<file path="config.mk">
export PLATFORM = sky130hd
export DESIGN_NAME = nonlinear_plant_step
export DESIGN_NICKNAME = d
export VERILOG_FILES = /design/src/sv/nps_pkg.sv /design/src/sv/nps_core.sv /design/src/sv/nonlinear_plant_step.sv
export SDC_FILE = /design/constraint.sdc
export NUM_CORES = 2
export LEC_CHECK = 0
export CORE_AREA = 4 4 309 311
export CTS_BUF_LIST = sky130_fd_sc_hd__clkbuf_8
export CTS_CLUSTER_SIZE = 8
export DETAILED_ROUTE_END_ITERATION = 12
export DIE_AREA = 0 0 313 315
export DONT_BUFFER_PORTS = 1
export PLACE_DENSITY = 0.9
export SLEW_MARGIN = 0
export SYNTH_ARGS = -nofsm -noshare
export SYNTH_HDL_FRONTEND = slang
export SYNTH_SLANG_ARGS = --single-unit
</file>
<file path="constraint.sdc">
create_clock -name clk -period 9.3 [get_ports clk]
set_input_delay 2.79 -clock clk [delete_from_list [all_inputs] [get_ports clk]]
set_output_delay 2.79 -clock clk [all_outputs]
set_load 0.02 [all_outputs]
</file>
<file path="src/sv/nps_pkg.sv">
// Shared constants and the arctangent table for the nonlinear plant step block.
// Used by the plant step core, the top level and the port checker.
// No dependencies.
package nps_pkg;

  // Default sample width; fraction bits are always the width minus four.
  localparam int DATA_WIDTH_DEF = 16;
  localparam int INT_BITS       = 4;

  // Angle and rotation datapath, Q30 angles.
  localparam int ANG_BITS     = 30;
  localparam int CORDIC_STEPS = 31;
  localparam int STEP_W       = 5;
  localparam int ZW           = 38;
  localparam int XW           = 34;

  localparam logic signed [ZW-1:0] PI_Q30      = 38'sd3373259426;
  localparam logic signed [ZW-1:0] HALF_PI_Q30 = 38'sd1686629713;
  localparam logic signed [ZW-1:0] TWO_PI_Q30  = 38'sd6746518852;
  localparam logic signed [XW-1:0] GAIN_Q30    = 34'sd652032874;
  localparam logic signed [XW-1:0] POINT8_Q30  = 34'sd858993459;

  // Arctangent of 2^-i in Q30.
  function automatic logic [ZW-1:0] atan_q30(input logic [STEP_W-1:0] i);
    logic [31:0] v;
    case (i)
      5'd0:  v = 32'h3243F6A8;
      5'd1:  v = 32'h1DAC6705;
      5'd2:  v = 32'h0FADBAFC;
      5'd3:  v = 32'h07F56EA6;
      5'd4:  v = 32'h03FEAB76;
      5'd5:  v = 32'h01FFD55B;
      5'd6:  v = 32'h00FFFAAA;
      5'd7:  v = 32'h007FFF55;
      5'd8:  v = 32'h003FFFEA;
      5'd9:  v = 32'h001FFFFD;
      5'd10: v = 32'h000FFFFF;
      5'd11: v = 32'h0007FFFF;
      5'd12: v = 32'h0003FFFF;
      5'd13: v = 32'h0001FFFF;
      5'd14: v = 32'h0000FFFF;
      5'd15: v = 32'h00007FFF;
      5'd16: v = 32'h00003FFF;
      5'd17: v = 32'h00001FFF;
      5'd18: v = 32'h00000FFF;
      5'd19: v = 32'h000007FF;
      5'd20: v = 32'h000003FF;
      5'd21: v = 32'h000001FF;
      5'd22: v = 32'h000000FF;
      5'd23: v = 32'h0000007F;
      5'd24: v = 32'h0000003F;
      5'd25: v = 32'h0000001F;
      5'd26: v = 32'h0000000F;
      5'd27: v = 32'h00000008;
      5'd28: v = 32'h00000004;
      5'd29: v = 32'h00000002;
      5'd30: v = 32'h00000001;
      default: v = 32'h00000000;
    endcase
    return ZW'(v);
  endfunction

endpackage

</file>
<file path="src/sv/nps_core.sv">
// Sequencer and shared datapath that computes one plant output y(k+1).
// Holds one multiplier, a restoring divider step and a rotation step.
// Depends on nps_pkg.
module nps_core #(
  parameter int DW = nps_pkg::DATA_WIDTH_DEF
) (
  input  logic                 clk,
  input  logic                 rst,
  input  logic                 start,
  input  logic                 take,
  input  logic signed [DW-1:0] a,
  input  logic signed [DW-1:0] b,
  input  logic signed [DW-1:0] c,
  input  logic signed [DW-1:0] u,
  output logic                 done,
  output logic signed [DW-1:0] result
);
  import nps_pkg::*;

  localparam int F   = DW - INT_BITS;
  localparam int NW  = 2 * DW;
  localparam int DVW = DW + 5;
  localparam int RW  = DW + 6;
  localparam int PW  = XW + DW;
  localparam int SW  = DW + 4;
  localparam int CW  = $clog2(NW);
  localparam int SH  = ANG_BITS - F;
  localparam longint HI_L = (64'sd1 <<< (DW - 1)) - 64'sd1;
  localparam logic signed [SW-1:0] SAT_HI = SW'(HI_L);
  localparam logic signed [SW-1:0] SAT_LO = -SAT_HI - SW'(1);

  typedef enum logic [3:0] {
    S_IDLE, S_MAB, S_MAA, S_MBB, S_DEN, S_DIVL, S_DIV, S_RATIO,
    S_RED, S_FOLD, S_ROT, S_POST, S_MC, S_MU, S_ACC, S_DONE
  } state_t;

  state_t                 state;
  logic signed [PW-1:0]   prod;
  logic                   neg;
  logic        [NW-1:0]   mag;
  logic        [NW:0]     den;
  logic        [NW-1:0]   quo;
  logic        [RW-1:0]   rem;
  logic        [CW-1:0]   cnt;
  logic signed [SW-1:0]   acc;
  logic signed [ZW-1:0]   z;
  logic signed [XW-1:0]   x;
  logic signed [XW-1:0]   y;
  logic signed [XW-1:0]   cs;
  logic        [STEP_W-1:0] step;
  logic                   flip;
  logic                   second;

  logic signed [XW-1:0]   mul_x;
  logic signed [DW-1:0]   mul_y;
  logic signed [PW-1:0]   mul_p;
  logic signed [NW-1:0]   ab;
  logic        [DVW-1:0]  dvs;
  logic        [RW-1:0]   trial;
  logic        [DW+2:0]   q3;
  logic        [SW-1:0]   half_q;
  logic signed [XW-1:0]   xs;
  logic signed [XW-1:0]   ys;
  logic signed [XW-1:0]   xf;
  logic signed [XW-1:0]   yf;
  logic signed [XW-1:0]   ysh;
  logic signed [DW:0]     ang_sum;
  logic signed [DW:0]     ang_diff;
  logic signed [SW-1:0]   prod_term;

  // Operand selection for the shared multiplier.
  always_comb begin
    mul_x = '0;
    mul_y = '0;
    unique case (state)
      S_MAB: begin mul_x = XW'(a); mul_y = b; end
      S_MAA: begin mul_x = XW'(a); mul_y = a; end
      S_MBB: begin mul_x = XW'(b); mul_y = b; end
      S_MC:  begin mul_x = POINT8_Q30; mul_y = c; end
      S_MU:  begin mul_x = cs; mul_y = u; end
      default: begin mul_x = '0; mul_y = '0; end
    endcase
  end

  assign mul_p = PW'(mul_x) * PW'(mul_y);

  // Divider step, ratio scaling and rotation step.
  always_comb begin
    ab        = prod[NW-1:0];
    dvs       = den[NW:F];
    trial     = {rem[RW-2:0], quo[NW-1]};
    q3        = {2'b00, quo[DW:0]} + {1'b0, quo[DW:0], 1'b0};
    half_q    = SW'(q3[DW+2:1]);
    xs        = x >>> step;
    ys        = y >>> step;
    xf        = flip ? -x : x;
    yf        = flip ? -y : y;
    ysh       = yf >>> SH;
    ang_sum   = (DW+1)'(a) + (DW+1)'(b);
    ang_diff  = (DW+1)'(a) - (DW+1)'(c);
    prod_term = SW'(prod >>> ANG_BITS);
  end

  // Sequencer with its working registers.
  always_ff @(posedge clk) begin
    if (rst) begin
      state <= S_IDLE;
    end else begin
      unique case (state)
        S_IDLE: begin
          if (start) begin
            den   <= (NW+1)'(1) << (2 * F);
            state <= S_MAB;
          end
        end
        S_MAB: begin
          prod  <= mul_p;
          state <= S_MAA;
        end
        S_MAA: begin
          neg   <= ab[NW-1];
          mag   <= ab[NW-1] ? NW'(-ab) : NW'(ab);
          prod  <= mul_p;
          state <= S_MBB;
        end
        S_MBB: begin
          den   <= den + (NW+1)'(prod[NW-1:0]);
          prod  <= mul_p;
          state <= S_DEN;
        end
        S_DEN: begin
          den   <= den + (NW+1)'(prod[NW-1:0]);
          state <= S_DIVL;
        end
        S_DIVL: begin
          quo   <= {mag[NW-1:F], {F{1'b0}}};
          rem   <= '0;
          cnt   <= CW'(NW - 1);
          state <= S_DIV;
        end
        S_DIV: begin
          // One quotient bit per cycle.
          if (trial >= {1'b0, dvs}) begin
            rem <= trial - {1'b0, dvs};
            quo <= {quo[NW-2:0], 1'b1};
          end else begin
            rem <= trial;
            quo <= {quo[NW-2:0], 1'b0};
          end
          cnt <= cnt - CW'(1);
          if (cnt == '0) begin
            state <= S_RATIO;
          end
        end
        S_RATIO: begin
          acc    <= neg ? -$signed(half_q) : $signed(half_q);
          z      <= ZW'(ang_sum) <<< SH;
          second <= 1'b0;
          state  <= S_RED;
        end
        S_RED: begin
          // Bring the angle into the range from -pi to pi.
          if (z > PI_Q30) begin
            z <= z - TWO_PI_Q30;
          end else if (z < -PI_Q30) begin
            z <= z + TWO_PI_Q30;
          end else begin
            state <= S_FOLD;
          end
        end
        S_FOLD: begin
          if (z > HALF_PI_Q30) begin
            z    <= z - PI_Q30;
            flip <= 1'b1;
          end else if (z < -HALF_PI_Q30) begin
            z    <= z + PI_Q30;
            flip <= 1'b1;
          end else begin
            flip <= 1'b0;
          end
          x     <= GAIN_Q30;
          y     <= '0;
          step  <= '0;
          state <= S_ROT;
        end
        S_ROT: begin
          if (!z[ZW-1]) begin
            x <= x - ys;
            y <= y + xs;
            z <= z - $signed(atan_q30(step));
          end else begin
            x <= x + ys;
            y <= y - xs;
            z <= z + $signed(atan_q30(step));
          end
          step <= step + STEP_W'(1);
          if (step == STEP_W'(CORDIC_STEPS - 1)) begin
            state <= S_POST;
          end
        end
        S_POST: begin
          if (!second) begin
            acc    <= acc + SW'(ysh);
            z      <= ZW'(ang_diff) <<< SH;
            second <= 1'b1;
            state  <= S_RED;
          end else begin
            cs    <= xf;
            state <= S_MC;
          end
        end
        S_MC: begin
          prod  <= mul_p;
          state <= S_MU;
        end
        S_MU: begin
          acc   <= acc + prod_term;
          prod  <= mul_p;
          state <= S_ACC;
        end
        S_ACC: begin
          // Final term and clamp to the sample range.
          if (acc + prod_term > SAT_HI) begin
            result <= DW'(SAT_HI);
          end else if (acc + prod_term < SAT_LO) begin
            result <= DW'(SAT_LO);
          end else begin
            result <= DW'(acc + prod_term);
          end
          state <= S_DONE;
        end
        S_DONE: begin
          if (take) begin
            state <= S_IDLE;
          end
        end
        default: state <= S_IDLE;
      endcase
    end
  end

  assign done = (state == S_DONE);

endmodule

</file>
<file path="src/sv/nonlinear_plant_step.sv">
// Top level of the nonlinear plant step block: handshake, state and output item.
// Instantiates nps_core; depends on nps_pkg.
//
// Usage:
// Each input item carries one control sample u(k) and a start flag. The
// block returns one result item with y(k+1) and the regressor row
// y(k), y(k-1), u(k-1) used for it. A start flag reloads y(k) from the
// initial output register and clears the older terms before the step.
// Both channels use valid and ready. The block takes one item at a time:
// after an accept, in_ready stays low until the result has been written
// to the output register. The busy time is set by the shared divider, one
// quotient bit per cycle, the two 31-step rotation passes on one rotator,
// and the angle reduction before each pass. A result waiting in the output
// register does not block the next accept; if the receiver still stalls
// when the next result is ready, the core holds it and the block stays
// busy until out_ready. The user must write the initial output register
// with cfg_we and cfg_wdata only while idle; the block does not enforce it.
// Synchronous reset sets y(0) to 0.3, clears the older terms and drops
// out_valid.
module nonlinear_plant_step #(
  parameter int DATA_WIDTH = nps_pkg::DATA_WIDTH_DEF
) (
  input  logic                         clk,
  input  logic                         rst,
  input  logic                         in_valid,
  output logic                         in_ready,
  input  logic signed [DATA_WIDTH-1:0] control_sample,
  input  logic                         start_of_sequence,
  output logic                         out_valid,
  input  logic                         out_ready,
  output logic signed [DATA_WIDTH-1:0] next_output,
  output logic signed [DATA_WIDTH-1:0] regressor_current,
  output logic signed [DATA_WIDTH-1:0] regressor_previous,
  output logic signed [DATA_WIDTH-1:0] regressor_control,
  input  logic                         cfg_we,
  input  logic signed [DATA_WIDTH-1:0] cfg_wdata
);
  import nps_pkg::*;

  localparam int F = DATA_WIDTH - INT_BITS;
  localparam longint INIT_L = ((64'sd3 <<< F) + 64'sd5) / 64'sd10;
  localparam logic signed [DATA_WIDTH-1:0] INIT_OUT = DATA_WIDTH'(INIT_L);

  typedef enum logic {T_IDLE, T_BUSY} state_t;

  state_t                        state;
  logic signed [DATA_WIDTH-1:0]  init_out;
  logic signed [DATA_WIDTH-1:0]  out_now;
  logic signed [DATA_WIDTH-1:0]  out_before;
  logic signed [DATA_WIDTH-1:0]  ctl_before;
  logic signed [DATA_WIDTH-1:0]  ctl_now;
  logic                          start_pulse;
  logic                          accept;
  logic                          take;
  logic                          finish;
  logic                          core_done;
  logic signed [DATA_WIDTH-1:0]  core_result;

  assign in_ready = (state == T_IDLE);
  assign accept   = in_valid && in_ready;
  assign take     = !out_valid || out_ready;

  // The core result moves into the output register this cycle.
  assign finish   = (state == T_BUSY) && core_done && take;

  // Plant step core.
  nps_core #(.DW(DATA_WIDTH)) u_core (
    .clk    (clk),
    .rst    (rst),
    .start  (start_pulse),
    .take   (take),
    .a      (out_now),
    .b      (out_before),
    .c      (ctl_before),
    .u      (ctl_now),
    .done   (core_done),
    .result (core_result)
  );

  // Handshake, plant state and output item.
  always_ff @(posedge clk) begin
    if (rst) begin
      state       <= T_IDLE;
      out_valid   <= 1'b0;
      start_pulse <= 1'b0;
      init_out    <= INIT_OUT;
      out_now     <= INIT_OUT;
      out_before  <= '0;
      ctl_before  <= '0;
    end else begin
      start_pulse <= accept;
      if (cfg_we) begin
        init_out <= cfg_wdata;
      end
      if (finish) begin
        out_valid <= 1'b1;
      end else if (out_valid && out_ready) begin
        out_valid <= 1'b0;
      end
      unique case (state)
        T_IDLE: begin
          if (accept) begin
            ctl_now <= control_sample;
            if (start_of_sequence) begin
              out_now    <= init_out;
              out_before <= '0;
              ctl_before <= '0;
            end
            state <= T_BUSY;
          end
        end
        T_BUSY: begin
          if (finish) begin
            next_output        <= core_result;
            regressor_current  <= out_now;
            regressor_previous <= out_before;
            regressor_control  <= ctl_before;
            out_before         <= out_now;
            out_now            <= core_result;
            ctl_before         <= ctl_now;
            state              <= T_IDLE;
          end
        end
        default: state <= T_IDLE;
      endcase
    end
  end

endmodule

</file>
==> impl_metrics.ini <==
[setup_path]
timing.rr.start = u_core.state[1]
crit_top_cell = fa_1
criticalPathCategory = flop to flop
max_stage_delay_ns = 0.70
cp_max_fo = 24
worst_path_max_delay_cell = fa_1
worstPathArrival_ns = 9.27
startpoint = u_core.state[1]
cp-start-kind = flop
cp.required_ns = 9.77
critPathCaptureType = flop

[min_path]
holdCritPathClass = flop to flop
min-delay-start = ctl_now[11]

[logic_synthesis]
ys_async_sr_fraction_pct = 0
syn_inst = 7013
synth-seq-cells = 526
synth_seq_area_share_pct = 23.6
synth_edf_count = 425
ys_warn_count = 0
synth_flop_cell = edfxtp_1
syn-num-nets = 7991
avgSynthCellArea_um2 = 8.95
syn_area_um2 = 62800
yosysUniqueCellTypes = 101

[routing]
drt-vias-per-instance = 6.75
wirelength_um = 208000
num_vias = 55693
ant_nets = 0
drtIter0Drc = 8640
drtPass1Iterations = 12
wire_per_inst_um = 25.2
drc_errors = 0

[grt]
grt_pass1_vias = 54396
antenna_found_initial = 9
track_usage_pct = 41.8
grt_max_degree = 86
grt_first_pass_wirelength_um = 318000
grt_remaining_overflow = 0

[timing]
hold_viol = 0
grt_setup_unrepaired = no
slew_headroom_pct = 22.0
maxSlewViolCount = 0
fin_skew_ns = 0.0824
tightest_slew_ns = 1.17
fmax_ghz = 0.114
setup_violations = 0
fin_crit_sh_pct = 94.6
min_period_ns = 8.79
tns_ns = 0

[final_layout]
final_common_cell = inv_1
nets = 7887
layout-drive-gt1-share_pct = 6.80
final_util_pct = 71.2
final_cell_mix = 828 x inv_1, 700 x nand2_1, 696 x nor2_1, 525 x fa_1, 443 x a21oi_1
syn2layout_area_growth_pct = 5.22
fill_cells = 7153

[die]
core_area_um2 = 92800
dieWidth_um = 313
top_level_ports = 104
rows = 112
fp.dieArea_um2 = 98600
fp.dieH_um = 315
initial_core_util_pct = 67.7

[clocking]
cts.sinks = 526
cts_tree = done
cts_buffers = 94
hold_buffers = 0
cts_max_level = 3
clockBufferDepth = 3
root_buffer = clkbuf_8
cts.clk_slew.worst_paths_ns = 0.07
clkLatencyLatePin_ns = 0.80

[power_and_ir_drop]
peakVddDrop_v = 0.000127
p_leak_uw = 0.0283
powerDensity_nw_per_um2 = 91.6

[placement]
gp_congestion = 1.03
hpwl_um = 160000
port_buffers = 0

[run_status]
status = completed

[job]
maxCapViolCount = 0
per-layer routing:
layer  share of wire, %  up-vias  GRT usage, %  wire length [µm]
met1                 36    26583          54.0             75100
met4                7.3        2          24.1             15100
met3                 13      904          11.7             27700
met5             0.0058        -             0                12
li1                   -    24246             -                 -
met2                 43     3958          63.5             89600
synth_stat cells, types with 128 or more instances:
master,count,area (µm²)
a21o_1,145,1090
nor2_1,703,2640
ha_1,415,5190
nand2_1,701,2630
xnor2_1,290,2540
clkbuf_1,250,938
xor2_1,175,1530
inv_1,794,2980
edfxtp_1,425,12800
o21ai_0,271,1360
mux2i_1,128,1280
fa_1,525,10500
a21oi_1,446,2230
sequential cells by signal, summed over array words and instances (netlist names), 20 cells and up, named ones only:
| register | count |
|---|---|
| u_core.prod | 50 |
| u_core.quo | 32 |
| u_core.den | 33 |
| u_core.acc | 20 |
| u_core.y | 34 |
| u_core.x | 34 |
| u_core.cs | 34 |
| u_core.z | 38 |
| u_core.mag | 20 |
| u_core.rem | 21 |
area by class of cell:
| class | count | area, µm² | area share (%) |
|---|---|---|---|
| Tap cell | 1254 | 1570 | 2.38 |
| Timing Repair Buffer | 139 | 1060 | 1.60 |
| Sequential cell | 526 | 14800 | 22.4 |
| Antenna cell | 7 | 17.5 | 0.0265 |
| Clock buffer | 100 | 1380 | 2.08 |
| Inverter | 797 | 2990 | 4.53 |
| Clock inverter | 73 | 460 | 0.697 |
| Multi-Input combinational cell | 5351 | 43800 | 66.3 |
logic make-up (layout without fill, tap and decap cells):
kind of cell	Yosys count	after routing	synth area share, %
and+or+nand+nor	2125	2125	15.6
AOI/OAI and AO/OA	1577	1577	16.5
buffers and inverters	1136	1109	7.02
adders and majority gates	940	940	25.0
DFF	526	526	23.6
xor gates and xnor gates	466	466	6.53
muxes	243	243	5.81
other	0	7	0
power breakdown:
| group | leakage (µW) | total (µW) | internal (µW) | switching (µW) |
|---|---|---|---|---|
| Sequential | 0.00464 | 2680 | 2600 | 73.8 |
| Combinational | 0.0226 | 1160 | 377 | 781 |
| Clock | 0.00108 | 2210 | 1140 | 1070 |
| Total | 0.0283 | 6050 | 4120 | 1930 |
timing repair:
action                                  in CTS  in global routing
resized for setup                            0                  2
endpoints found under the setup margin       0                 11
setup buffers                                0                  0
critical path: cells and delay by family (launching register included):
kind                       cells  cell delay [ns]
xor gates and xnor gates       1             0.14
DFF                            1             0.63
AOI/OAI and AO/OA             10             2.85
and+or+nand+nor                5             0.68
adders and majority gates      7             3.77
buffers and inverters          3             0.41
per-stage QoR:
stage          instances  worst slack (ns)  cell area (µm²)  hold WS, ns  power, µW
6_report            8247             0.506            66000        0.480       6050
5_1_grt             8243             0.140            66000        0.487       6260
4_1_cts             8240             0.327            66000        0.462       6010
3_5_place_dp        8067             0.413            64200        0.462       3830
3_3_place_gp        8067             0.492            64200        0.452       3800
2_1_floorplan       7013              1.47            62800        0.426       3430
worst paths after layout:
check	end	slack, ns	depth (start not counted)
min	ctl_before[11]	0.48	1
max	u_core.prod[49]	0.51	26
max reg2reg	u_core.prod[49]	0.51	26
min reg2reg	ctl_before[11]	0.48	1
No activity file was read; power rests on OpenSTA's default activity.
